===== config.mk =====
export PLATFORM = sky130hd
export DESIGN_NAME = dssf_ctrl
export DESIGN_NICKNAME = d
export VERILOG_FILES = /design/src/rtl/dssf_pkg.sv /design/src/rtl/dssf_ctrl.sv
export SDC_FILE = /design/constraint.sdc
export NUM_CORES = 1
export LEC_CHECK = 0
export ABC_AREA = 1
export BUFFER_PORTS_ARGS = -buffer_cell sky130_fd_sc_hd__buf_2
export CORE_MARGIN = 4
export CORE_UTILIZATION = 41
export CTS_CLUSTER_DIAMETER = 100
export DETAILED_ROUTE_END_ITERATION = 16
export GPL_TIMING_DRIVEN = 0
export PLACE_DENSITY = 0.67
export SETUP_SLACK_MARGIN = 0.15
export SLEW_MARGIN = 15
export SYNTH_ARGS = -nofsm -noshare
export SYNTH_HDL_FRONTEND = slang
export SYNTH_SLANG_ARGS = --single-unit

===== constraint.sdc =====
create_clock -name clock -period 1.61 [get_ports clock]
set_input_delay 0.0805 -clock clock [delete_from_list [all_inputs] [get_ports clock]]
set_output_delay 0.0805 -clock clock [all_outputs]
set_load 0.02 [all_outputs]

===== src/rtl/dssf_pkg.sv =====
// ----------------------------------------------------------------------------
// dssf_pkg
// Types and constants shared by the damped spring substep filter modules.
// ----------------------------------------------------------------------------
`timescale 1ns / 1ps
`default_nettype none

package dssf_pkg;

   // Configuration port.
   localparam int CSR_IDX_W  = 2;
   localparam int CSR_DATA_W = 31;
   localparam logic [CSR_IDX_W-1:0] CSR_FREQ  = 2'd0;
   localparam logic [CSR_IDX_W-1:0] CSR_DAMP  = 2'd1;
   localparam logic [CSR_IDX_W-1:0] CSR_LIMIT = 2'd2;

   // Stream widths.
   localparam int REQ_DATA_W = 48;
   localparam int RSP_DATA_W = 64;

   // Register widths and values.
   localparam int FREQ_W  = 11;
   localparam int DAMP_W  = 9;
   localparam int LIMIT_W = 31;
   localparam logic [FREQ_W-1:0]  FREQ_MIN   = 11'd256;
   localparam logic [FREQ_W-1:0]  FREQ_MAX   = 11'd1280;
   localparam logic [FREQ_W-1:0]  FREQ_RST   = 11'd512;
   localparam logic [DAMP_W-1:0]  DAMP_MIN   = 9'd102;
   localparam logic [DAMP_W-1:0]  DAMP_MAX   = 9'd256;
   localparam logic [DAMP_W-1:0]  DAMP_RST   = 9'd179;
   localparam logic [LIMIT_W-1:0] LIMIT_RST  = 31'd1966080;

   // Fixed-point datapath.
   localparam int POS_W    = 32;
   localparam int TIME_W   = 16;
   localparam int FRAC_W   = 16;
   localparam int OMEGA_W  = 21;
   localparam int OMEGA2_W = 26;
   localparam int KDAMP_W  = 23;
   localparam int DIFF_W   = 33;
   localparam int TERMA_W  = 44;
   localparam int TERMB_W  = 40;
   localparam int ACC_W    = 45;
   localparam int PSUM_W   = 34;
   localparam logic [18:0] TWO_PI_Q16 = 19'd411775;

   // Controller to datapath commands, one strobe per datapath step.
   typedef struct packed {
      logic load;
      logic prep;
      logic coef;
      logic diff;
      logic mul_ab;
      logic acc;
      logic mul_v;
      logic vel;
      logic mul_p;
      logic pos;
      logic load_rsp;
   } cmd_type;

   // Datapath to controller status.
   typedef struct packed {
      logic rem_zero;
      logic last_sub;
   } status_type;

endpackage

`default_nettype wire


===== src/rtl/dssf_ctrl.sv =====
// ----------------------------------------------------------------------------
// dssf_ctrl
// Sequencer that steps the datapath through the setup and substep phases.
// ----------------------------------------------------------------------------
`timescale 1ns / 1ps
`default_nettype none

module dssf_ctrl (
   input  logic                 clock,
   input  logic                 reset,
   input  logic                 req_tvalid,
   output logic                 req_tready,
   output logic                 rsp_tvalid,
   input  logic                 rsp_tready,
   output dssf_pkg::cmd_type    cmd,
   input  dssf_pkg::status_type status
);
   import dssf_pkg::*;

   typedef enum logic [10:0] {
      ST_IDLE   = 11'b000_0000_0001,
      ST_PREP   = 11'b000_0000_0010,
      ST_COEF   = 11'b000_0000_0100,
      ST_DIFF   = 11'b000_0000_1000,
      ST_MUL_AB = 11'b000_0001_0000,
      ST_ACC    = 11'b000_0010_0000,
      ST_MUL_V  = 11'b000_0100_0000,
      ST_VEL    = 11'b000_1000_0000,
      ST_MUL_P  = 11'b001_0000_0000,
      ST_POS    = 11'b010_0000_0000,
      ST_DONE   = 11'b100_0000_0000
   } state_type;

   state_type state_ff, state_in;
   logic      rsp_valid_ff, rsp_valid_in;
   logic      rsp_free;

   assign rsp_free   = !rsp_valid_ff || rsp_tready;
   assign req_tready = (state_ff == ST_IDLE);
   assign rsp_tvalid = rsp_valid_ff;

   always_comb begin
      state_in = state_ff;
      cmd      = '0;
      case (state_ff)
         ST_IDLE: begin
            if (req_tvalid) begin
               cmd.load = 1'b1;
               state_in = ST_PREP;
            end
         end
         ST_PREP: begin
            cmd.prep = 1'b1;
            state_in = ST_COEF;
         end
         ST_COEF: begin
            cmd.coef = 1'b1;
            state_in = status.rem_zero ? ST_DONE : ST_DIFF;
         end
         ST_DIFF: begin
            cmd.diff = 1'b1;
            state_in = ST_MUL_AB;
         end
         ST_MUL_AB: begin
            cmd.mul_ab = 1'b1;
            state_in   = ST_ACC;
         end
         ST_ACC: begin
            cmd.acc  = 1'b1;
            state_in = ST_MUL_V;
         end
         ST_MUL_V: begin
            cmd.mul_v = 1'b1;
            state_in  = ST_VEL;
         end
         ST_VEL: begin
            cmd.vel  = 1'b1;
            state_in = ST_MUL_P;
         end
         ST_MUL_P: begin
            cmd.mul_p = 1'b1;
            state_in  = ST_POS;
         end
         ST_POS: begin
            cmd.pos  = 1'b1;
            state_in = status.last_sub ? ST_DONE : ST_DIFF;
         end
         ST_DONE: begin
            if (rsp_free) begin
               cmd.load_rsp = 1'b1;
               state_in     = ST_IDLE;
            end
         end
         default: begin
            state_in = ST_IDLE;
         end
      endcase
   end

   always_comb begin
      rsp_valid_in = rsp_valid_ff && !rsp_tready;
      if (cmd.load_rsp) begin
         rsp_valid_in = 1'b1;
      end
   end

   always_ff @(posedge clock) begin
      if (reset) begin
         state_ff     <= ST_IDLE;
         rsp_valid_ff <= 1'b0;
      end else begin
         state_ff     <= state_in;
         rsp_valid_ff <= rsp_valid_in;
      end
   end

endmodule

`default_nettype wire


==> results of run 1 <==
per-layer routing:
layer / up-vias / GRT usage [%] / part of all wire (%)
li1: 392 / - / -
met1: 351 / 18.10 / 41
met2: 37 / 23.79 / 50
met3: 5 / 2.711 / 7.2
met4: 0 / 5.530 / 1.9
met5: - / 0 / 0
sequential cells by signal, summed over array words and instances (netlist names):
register    flops
state_ff       11
rsp_tvalid      1
worst paths after layout:
check,from,endpoint,slack (ps),depth (start not counted)
worst max-delay path,state_ff[1]$_SDFFE_PP0P_,cmd[1],130,6
worst min-delay path,status[0],state_ff[3]$_SDFFE_PP0P_,70,4
worst max register to register,state_ff[6]$_SDFFE_PP0P_,state_ff[10]$_SDFFE_PP0P_,170,10
worst min register to register,rsp_tvalid$_SDFF_PP0_,rsp_tvalid$_SDFF_PP0_,550,4
critical path, cell delays in order (launching register included):
cell and delay, ps:
dfxtp_4 370, nor2_4 130, nand3_4 110, nor2_4 190
nand2_2 100, inv_1 80, buf_4 140
cell usage in the layout, fill, tap and decap left out, types with 6 or more instances in the layout:
cell	count
buf_2	7
buf_4	12
inv_1	21
inv_2	7
nand2_1	18
nand2_2	7
nor2_1	12
nor2_4	6
nor3_1	9
area by class of cell:
cell class                 instances  area, um^2
sequential                        12       254.0
buffer                             1       3.754
clock buffer                       4       36.28
timing repair buffer              24       181.4
tap                               16       20.02
multi-input combinational         72       451.7
inverter                          28       105.1
fill                             141       524.3
metrics by stage:
stage | util [%] | hold slack [ps] | instances
2_1_floorplan | - | 252.7 | 113
3_3_place_gp | 52.22 | 361.6 | 146
3_5_place_dp | 52.22 | 365.0 | 146
4_1_cts | 58.02 | 75.36 | 152
5_1_grt | 66.75 | 93.59 | 157
6_report | 66.75 | 73.98 | 157
kinds of logic after synthesis:
logic type             after synthesis
AO/OA/AOI/OAI                        6
buffers and inverters               29
flip-flops                          12
AND/OR/NAND/NOR                     66
report_power, final:
part | internal [mW] | total [mW] | switching (mW)
clock network | 0.137 | 0.243 | 0.106
registers | 0.309 | 0.326 | 0.0171
logic | 0.128 | 0.296 | 0.169
what timing repair did:
action                     in CTS  in global routing
hold buffers                    0                  0
pin swaps                       6                  9
gates resized for setup        15                 35
setup endpoints to repair       7                 16
setup buffers                   2                  5
==> out/results.txt, run 1 <==
Compound-cell area share of the yosys netlist = 4.355%
Dpl ws = 270.4 ps
TritonCTS buffer count = 3
Overflow after GRT = 0
Synthesized area per cell = 6.356 um^2
Status = completed
Synth Register Bits = 12
CP arrival = 1390 ps
Mapped Nets = 119
First-pass GRT wire length = 2.815 mm
Initial Utilization = 45.56%
GRT Util Overall = 14.32%
Hold/Removal Path Class = primary input to register
Setup TNS = 0 ps
Worst EP required = 1530 ps
Chip Width = 49.86 um
Max Fanout on Critical Path = 4
Detailed placement HPWL = 1.191 mm
CTS clock-pin slew for the worst setup and hold paths = 80 ps
# DRC = 0
Worst vdd ir = 0.5213 mV
Via density = 5.000
Initial DRC count = 21
Routed vias = 785
Synth Area in Simple Gates = 47.04%
Crit share post-route = 91.64%
Final setup skew = 1.125 ps
Share of cells above drive strength 1 = 47.52%
Mux contribution to synthesized area = 0%
Largest family of logic cells by synthesized area = simple AND/OR/NAND/NOR gates
Yosys top cell area share = 33.45%
# clock sinks = 12
Die Y = 49.86 um
Final setup violation count = 0
Seq/Total Area, Yosys = 33.45%
Gpl congestion = 0.7757
CTS tree = built
NumNets Final = 148
Power per cell area = 822.5 nW/um^2
Wirelength per Cell = 11.36 um
Detailed Routing Iterations Pass 1 = 4
Slew Limit Headroom = 70.98%
PortBufs = 17
H-tree lvl count = 1
Critical path class = register to output pin
Max-slew violation count = 0
Row count = 14
Setup crit end kind = output pin
Clk root buf = clkbuf_4
I/O pins = 19
Post-Syn Area = 718.2 um^2
Post-Synth XOR/XNOR Area = 0%
Antenna Violating Nets Remaining = 0
Initial antenna violation count = 0
Largest net degree at the start of global routing = 10
Synth cell count leaders = 27 x inv_1, 24 x nand2_1, 15 x nor2_1
Die area = 2486 um^2
Minimum clock period = 1475 ps
Final std cell area, no fill = 1052 um^2
Count of cell types in the netlist = 18
Ys Warns = 0
Post-route total power = 0.8655 mW
Most used flip-flop cell after synthesis = dfxtp_1
Core ar. = 1577 um^2
Fmax = 677.8 MHz
Syn Inst Count = 113
Cell Area, Placed = 823.3 um^2
Async SR Flop Fraction = 0%
Vias in the first global route = 676
Setup slack after layout = 134.6 ps
Top post-synthesis cells by area = dfxtp_1 33%, inv_1 14%, nand2_1 13%, nor2_1 7.8%, nor3_1 7.0%
Cell leakage power = 0.5546 nW
Slew @ Worst Pin = 435.4 ps
Max Buffers Root-to-Sink = 2
Worst-Skew Late Latency = 270 ps
Total routed wirelength = 1.784 mm
Worst Setup Start Kind = register
N_diodes = 0
Max-Cap Viols = 0
Adder-Cell Fraction of Synth Area = 0%
Cell taking the most area after synthesis = dfxtp_1
Area Overhead vs Synth = 46.52%
Most numerous cell in the Yosys netlist = inv_1
RSZ-0062 raised after global routing = true
EDFF count, synth = 0
Final Hold Viols = 0
Power figures use the tool's default switching activity.
==> run 2: changes to the inputs <==
--- a/config.mk
+++ b/config.mk
@@ -9,6 +9,7 @@
 export BUFFER_PORTS_ARGS = -buffer_cell sky130_fd_sc_hd__buf_2
 export CORE_MARGIN = 4
 export CORE_UTILIZATION = 41
+export CTS_BUF_LIST = sky130_fd_sc_hd__clkbuf_16
 export CTS_CLUSTER_DIAMETER = 100
 export DETAILED_ROUTE_END_ITERATION = 16
 export GPL_TIMING_DRIVEN = 0
==> out/results.txt, run 2 (synthesis gave the netlist of run 1 again) <==
Hold endpoint = state_ff[3]$_SDFFE_PP0P_ (unchanged)
Biggest register = state_ff (unchanged)
Worst EP required = 1530 ps (about the same)
Die area = 2486 um^2 (unchanged)
Row count = 14 (unchanged)
Share of cells above drive strength 1 = 41.73% (was 47.52%)
R2r setup slk = 240 ps (was 170 ps)
I/O pins = 19 (unchanged)
Total routed wirelength = 1.643 mm (was 1.784 mm)
First-pass GRT wire length = 2.718 mm (was 2.815 mm)
Final setup violation count = 0 (unchanged)
# clock sinks = 12 (unchanged)
Max Buffers Root-to-Sink = 2 (unchanged)
Status = completed (unchanged)
Area Overhead vs Synth = 43.03% (was 46.52%)
Final Hold Viols = 0 (unchanged)
Largest net degree at the start of global routing = 10 (unchanged)
Worst Setup Start Kind = register (unchanged)
Setup crit end kind = output pin (unchanged)
Vias in the first global route = 643 (was 676)
H-tree lvl count = 1 (unchanged)
Minimum clock period = 1434 ps (was 1475 ps)
Power per cell area = 1023 nW/um^2 (was 822.5 nW/um^2)
# DRC = 0 (unchanged)
Leading cell types in the layout, fill and taps excluded = 24 x inv_1, 19 x nand2_1, 12 x nor2_1 (was 21 x inv_1, 18 x nand2_1, 12 x nor2_1, 12 x buf_4, 9 x nor3_1)
PortBufs = 17 (unchanged)
GRT Util Overall = 14.39% (was 14.32%)
Overflow after GRT = 0 (unchanged)
Max-slew violation count = 0 (unchanged)
Gpl congestion = 0.7757 (unchanged)
Reg2reg end = state_ff[9]$_SDFFE_PP0P_ (was state_ff[10]$_SDFFE_PP0P_)
NumNets Final = 146 (was 148)
Setup TNS = 0 ps (unchanged)
Max FFs per register = 11 (unchanged)
Via density = 4.781 (was 5.000)
Cell leakage power = 0.5566 nW (was 0.5546 nW)
TritonCTS buffer count = 3 (unchanged)
CTS clock-pin slew for the worst setup and hold paths = 40 ps (was 80 ps)
RSZ-0062 raised after global routing = true (unchanged)
Worst hold start = status[0] (unchanged)
Post-route total power = 1.051 mW (was 0.8655 mW)
Max Fanout on Critical Path = 4 (unchanged)
Antenna Violating Nets Remaining = 0 (unchanged)
Slew @ Worst Pin = 421.5 ps (was 435.4 ps)
Die Y = 49.86 um (unchanged)
Reg2reg start = state_ff[10]$_SDFFE_PP0P_ (was state_ff[6]$_SDFFE_PP0P_)
Filler cell count = 140 (was 141)
Hold/Removal Path Class = primary input to register (unchanged)
Critical path class = register to output pin (unchanged)
Initial DRC count = 9 (was 21)
Hold path depth = 4 (unchanged)
Core ar. = 1577 um^2 (unchanged)
Initial Utilization = 45.56% (unchanged)
Detailed placement HPWL = 1.191 mm (unchanged)
Initial antenna violation count = 0 (unchanged)
Commonest non-fill, non-tap cell in the layout = inv_1 (unchanged)
Clk root buf = clkbuf_16 (was clkbuf_4)
Worst vdd ir = 0.5642 mV (was 0.5213 mV)
Worst-Skew Late Latency = 240 ps (was 270 ps)
Fmax = 697.4 MHz (was 677.8 MHz)
FF-to-FF path depth = 10 (unchanged)
CTS tree = built (unchanged)
Detailed Routing Iterations Pass 1 = 4 (unchanged)
N_diodes = 0 (unchanged)
Final setup skew = 0.6354 ps (was 1.125 ps)
Wirelength per Cell = 10.60 um (was 11.36 um)
CP arrival = 1350 ps (was 1390 ps)
Routed vias = 741 (was 785)
Slew Limit Headroom = 71.90% (was 70.98%)
Crit share post-route = 89.07% (was 91.64%)
Chip Width = 49.86 um (unchanged)
Max-Cap Viols = 0 (unchanged)
-- run 2: power by group --
part | switching, mW | internal [mW] | leakage [nW]
clock network | 0.129 | 0.327 | 0.0385
logic | 0.158 | 0.112 | 0.419
registers | 0.0136 | 0.312 | 0.0989
-- run 2: worst max path at each step --
stage / start / end / slack [ps]
3_5_place_dp: state_ff[6]$_SDFFE_PP0P_ / state_ff[10]$_SDFFE_PP0P_ / 270
2_1_floorplan: state_ff[4]$_SDFFE_PP0P_ / state_ff[10]$_SDFFE_PP0P_ / 330
4_1_cts: state_ff[6]$_SDFFE_PP0P_ / cmd[1] / 120
6_report: state_ff[1]$_SDFFE_PP0P_ / cmd[0] / 180
3_3_place_gp: state_ff[1]$_SDFFE_PP0P_ / state_ff[4]$_SDFFE_PP0P_ / 290
5_1_grt: state_ff[1]$_SDFFE_PP0P_ / cmd[0] / 110
-- run 2: critical path, cell delays in order (launching register included) --
cell and delay, ps:
dfxtp_2 340, nor2_2 130, nand3_2 130, nor2_4 200
nand2_1 80, nor2_1 90, buf_4 140
-- run 2: final cells by class --
cell class,instances,area (um^2),share of cell area (%)
plain buffers,1,3.754,0.3654
flip-flops and latches,12,246.5,23.99
repair buffers,22,141.4,13.76
multi-input cells,72,431.7,42.02
clock buffers,3,75.07,7.308
well taps,16,20.02,1.949
inverters,28,105.1,10.23
clock inverters,1,3.754,0.3654
-- run 2: per-layer routing --
| metal | vias to the layer above | track usage, % | part of all wire (%) |
|---|---|---|---|
| met5 | - | 0 | 0 |
| met4 | 0 | 9.677 | 2.1 |
| met3 | 4 | 2.711 | 4.4 |
| met2 | 16 | 22.25 | 46 |
| met1 | 329 | 17.95 | 48 |
| li1 | 392 | - | - |
-- run 2: timing repair --
item	in CTS	in global routing
buffers inserted	0	5
gates resized for setup	0	31
hold buffers	0	0
endpoints found under the setup margin	2	15
pin swaps	0	8
-- run 2: per-stage QoR --
stage	hold WS [ps]	area, um^2	utilization [%]	std cells	setup slack, ps
floorplan	252.7	718.2	-	113	333.7
global placement	361.6	823.3	52.22	146	293.3
detailed placement	365.0	823.3	52.22	146	270.4
CTS	115.2	902.1	57.22	150	117.5
global route	145.1	1027	65.16	155	111.0
finish	113.6	1027	65.16	155	176.0
==> run 3: changes to the inputs <==
--- a/config.mk
+++ b/config.mk
@@ -7,6 +7,7 @@
 export LEC_CHECK = 0
 export ABC_AREA = 1
 export BUFFER_PORTS_ARGS = -buffer_cell sky130_fd_sc_hd__buf_2
+export CORE_ASPECT_RATIO = 0.75
 export CORE_MARGIN = 4
 export CORE_UTILIZATION = 41
 export CTS_BUF_LIST = sky130_fd_sc_hd__clkbuf_16
==> out/results.txt, run 3 (synthesis gave the netlist of run 1 again) <==
Status = completed (unchanged)
Worst Setup Start Kind = register (unchanged)
Row count = 12 (was 14)
Slew Limit Headroom = 71.12% (was 71.90%)
Busiest layer in global routing = met2 (unchanged)
Via density = 4.556 (was 4.781)
Gpl congestion = 0.7434 (was 0.7757)
Final hold slack = 130.1 ps (was 113.6 ps)
Detailed placement HPWL = 1.262 mm (was 1.191 mm)
Largest net degree at the start of global routing = 10 (unchanged)
I/O pins = 19 (unchanged)
First-pass GRT wire length = 2.849 mm (was 2.718 mm)
Crit share post-route = 89.20% (was 89.07%)
PortBufs = 17 (unchanged)
Detailed Routing Iterations Pass 1 = 4 (unchanged)
CP arrival = 1610 ps (was 1350 ps)
Max-slew violation count = 0 (unchanged)
Finished Layout Cells = 162 (was 155)
Placed cells = 151 (was 146)
GRT Util Overall = 14.93% (was 14.39%)
# DRC = 0 (unchanged)
Share of cells above drive strength 1 = 39.72% (was 41.73%)
Setup crit end kind = register (was output pin)
Die area = 2492 um^2 (was 2486 um^2)
Critical path class = register to register (was register to output pin)
Reg2reg end = state_ff[10]$_SDFFE_PP0P_ (was state_ff[9]$_SDFFE_PP0P_)
FF-to-FF path depth = 8 (was 10)
Max Buffers Root-to-Sink = 2 (unchanged)
Initial antenna violation count = 0 (unchanged)
RSZ-0062 raised after global routing = true (unchanged)
Clk root buf = clkbuf_16 (unchanged)
R2r setup slk = 170 ps (was 240 ps)
Filler cell count = 117 (was 140)
Max-Cap Viols = 0 (unchanged)
Routed vias = 738 (was 741)
Setup TNS = 0 ps (unchanged)
Reg2reg start = state_ff[7]$_SDFFE_PP0P_ (was state_ff[10]$_SDFFE_PP0P_)
Biggest register = state_ff (unchanged)
GRT met2 Usage = 26.11% (was 22.25%)
H-tree lvl count = 1 (unchanged)
Hold/Removal Path Class = primary input to register (unchanged)
Leading cell types in the layout, fill and taps excluded = 26 x inv_1, 20 x nand2_1, 13 x buf_2 (was 24 x inv_1, 19 x nand2_1, 12 x nor2_1)
Fmax = 696.3 MHz (was 697.4 MHz)
Multi-input logic area = 446.7 um^2 (was 431.7 um^2)
Chip Width = 56.33 um (was 49.86 um)
Final setup violation count = 0 (unchanged)
Worst EP required = 1780 ps (was 1530 ps)
Initial Utilization = 45.99% (was 45.56%)
Reg area = 250.2 um^2 (was 246.5 um^2)
Slew @ Worst Pin = 433.3 ps (was 421.5 ps)
NumNets Final = 149 (was 146)
Core ar. = 1562 um^2 (was 1577 um^2)
Worst-Skew Late Latency = 240 ps (about the same)
Cell leakage power = 0.5794 nW (was 0.5566 nW)
Worst vdd ir = 1.056 mV (was 0.5642 mV)
Vias in the first global route = 703 (was 643)
Max FFs per register = 11 (unchanged)
Hold endpoint = rsp_tvalid$_SDFF_PP0_ (was state_ff[3]$_SDFFE_PP0P_)
Post-route total power = 1.056 mW (was 1.051 mW)
Die Y = 44.25 um (was 49.86 um)
CTS clock-pin slew for the worst setup and hold paths = 40 ps (about the same)
Commonest non-fill, non-tap cell in the layout = inv_1 (unchanged)
Power per cell area = 990.3 nW/um^2 (was 1023 nW/um^2)
Hold_buf cts = 0 (unchanged)
Grt met1 use = 16.15% (was 17.95%)
Core Util, Final = 68.27% (was 65.16%)
Initial DRC count = 10 (was 9)
Area Overhead vs Synth = 48.43% (was 43.03%)
Wirelength per Cell = 11.20 um (was 10.60 um)
Minimum clock period = 1436 ps (was 1434 ps)
TritonCTS buffer count = 3 (unchanged)
Worst hold start = rsp_tready (was status[0])
CTS tree = built (unchanged)
Total routed wirelength = 1.815 mm (was 1.643 mm)
# clock sinks = 12 (unchanged)
Antenna Violating Nets Remaining = 0 (unchanged)
Final Hold Viols = 0 (unchanged)
Met3 Usage GRT = 7.289% (was 2.711%)
N_diodes = 0 (unchanged)
Final setup skew = 1.936 ps (was 0.6354 ps)
Hold path depth = 4 (unchanged)
Overflow after GRT = 0 (unchanged)
Max Fanout on Critical Path = 6 (was 4)
[run 3: metal layers]
layer | vias to the layer above | routed length (um)
li1 | 400 | -
met1 | 317 | 771
met2 | 21 | 899
met3 | 0 | 144
met4 | 0 | 0
met5 | - | 0
[run 3: repair_timing]
| action | 4_1_cts | 5_1_grt |
|---|---|---|
| gates resized for setup | 3 | 27 |
| setup endpoints to repair | 4 | 16 |
| pin swaps | 2 | 12 |
| buffers inserted | 2 | 6 |
[run 3: per-stage QoR]
stage	cell area [um^2]	setup slack, ps
final	1066	173.9
after global routing	1066	88.95
after CTS	932.1	155.5
after detailed placement	829.5	236.7
after global placement	829.5	272.0
after floorplan	718.2	333.7
[run 3: power by group]
part	total, mW	internal, mW	switching, mW
Sequential	0.325	0.311	0.0146
Combinational	0.289	0.123	0.166
Clock	0.441	0.323	0.119
[run 3: worst max-delay path by stage]
stage,startpoint,end,slack (ps),depth (start not counted)
floorplan,state_ff[4]$_SDFFE_PP0P_,state_ff[10]$_SDFFE_PP0P_,330,9
global placement,state_ff[1]$_SDFFE_PP0P_,state_ff[10]$_SDFFE_PP0P_,270,9
detailed placement,state_ff[1]$_SDFFE_PP0P_,state_ff[4]$_SDFFE_PP0P_,240,9
CTS,state_ff[4]$_SDFFE_PP0P_,state_ff[4]$_SDFFE_PP0P_,160,10
global route,state_ff[7]$_SDFFE_PP0P_,state_ff[4]$_SDFFE_PP0P_,90,10
finish,state_ff[7]$_SDFFE_PP0P_,state_ff[10]$_SDFFE_PP0P_,170,8
[run 3: cell type report]
| type | instances | share of cell area, % |
|---|---|---|
| buffer | 1 | 0.3521 |
| tap | 21 | 2.465 |
| inverter | 28 | 9.859 |
| clock buffer | 3 | 7.042 |
| timing repair buffer | 25 | 14.91 |
| multi-input combinational | 72 | 41.90 |
| sequential | 12 | 23.47 |
[run 3: worst max-delay path: stages, from the launching register on]
cell,delay [ps]
dfxtp_4,340
nor2_4,140
nand2_4,80
nor2_4,200
buf_6,130
nand3_4,80
nand2_4,110
o21ai_0,150
nor2_2,140
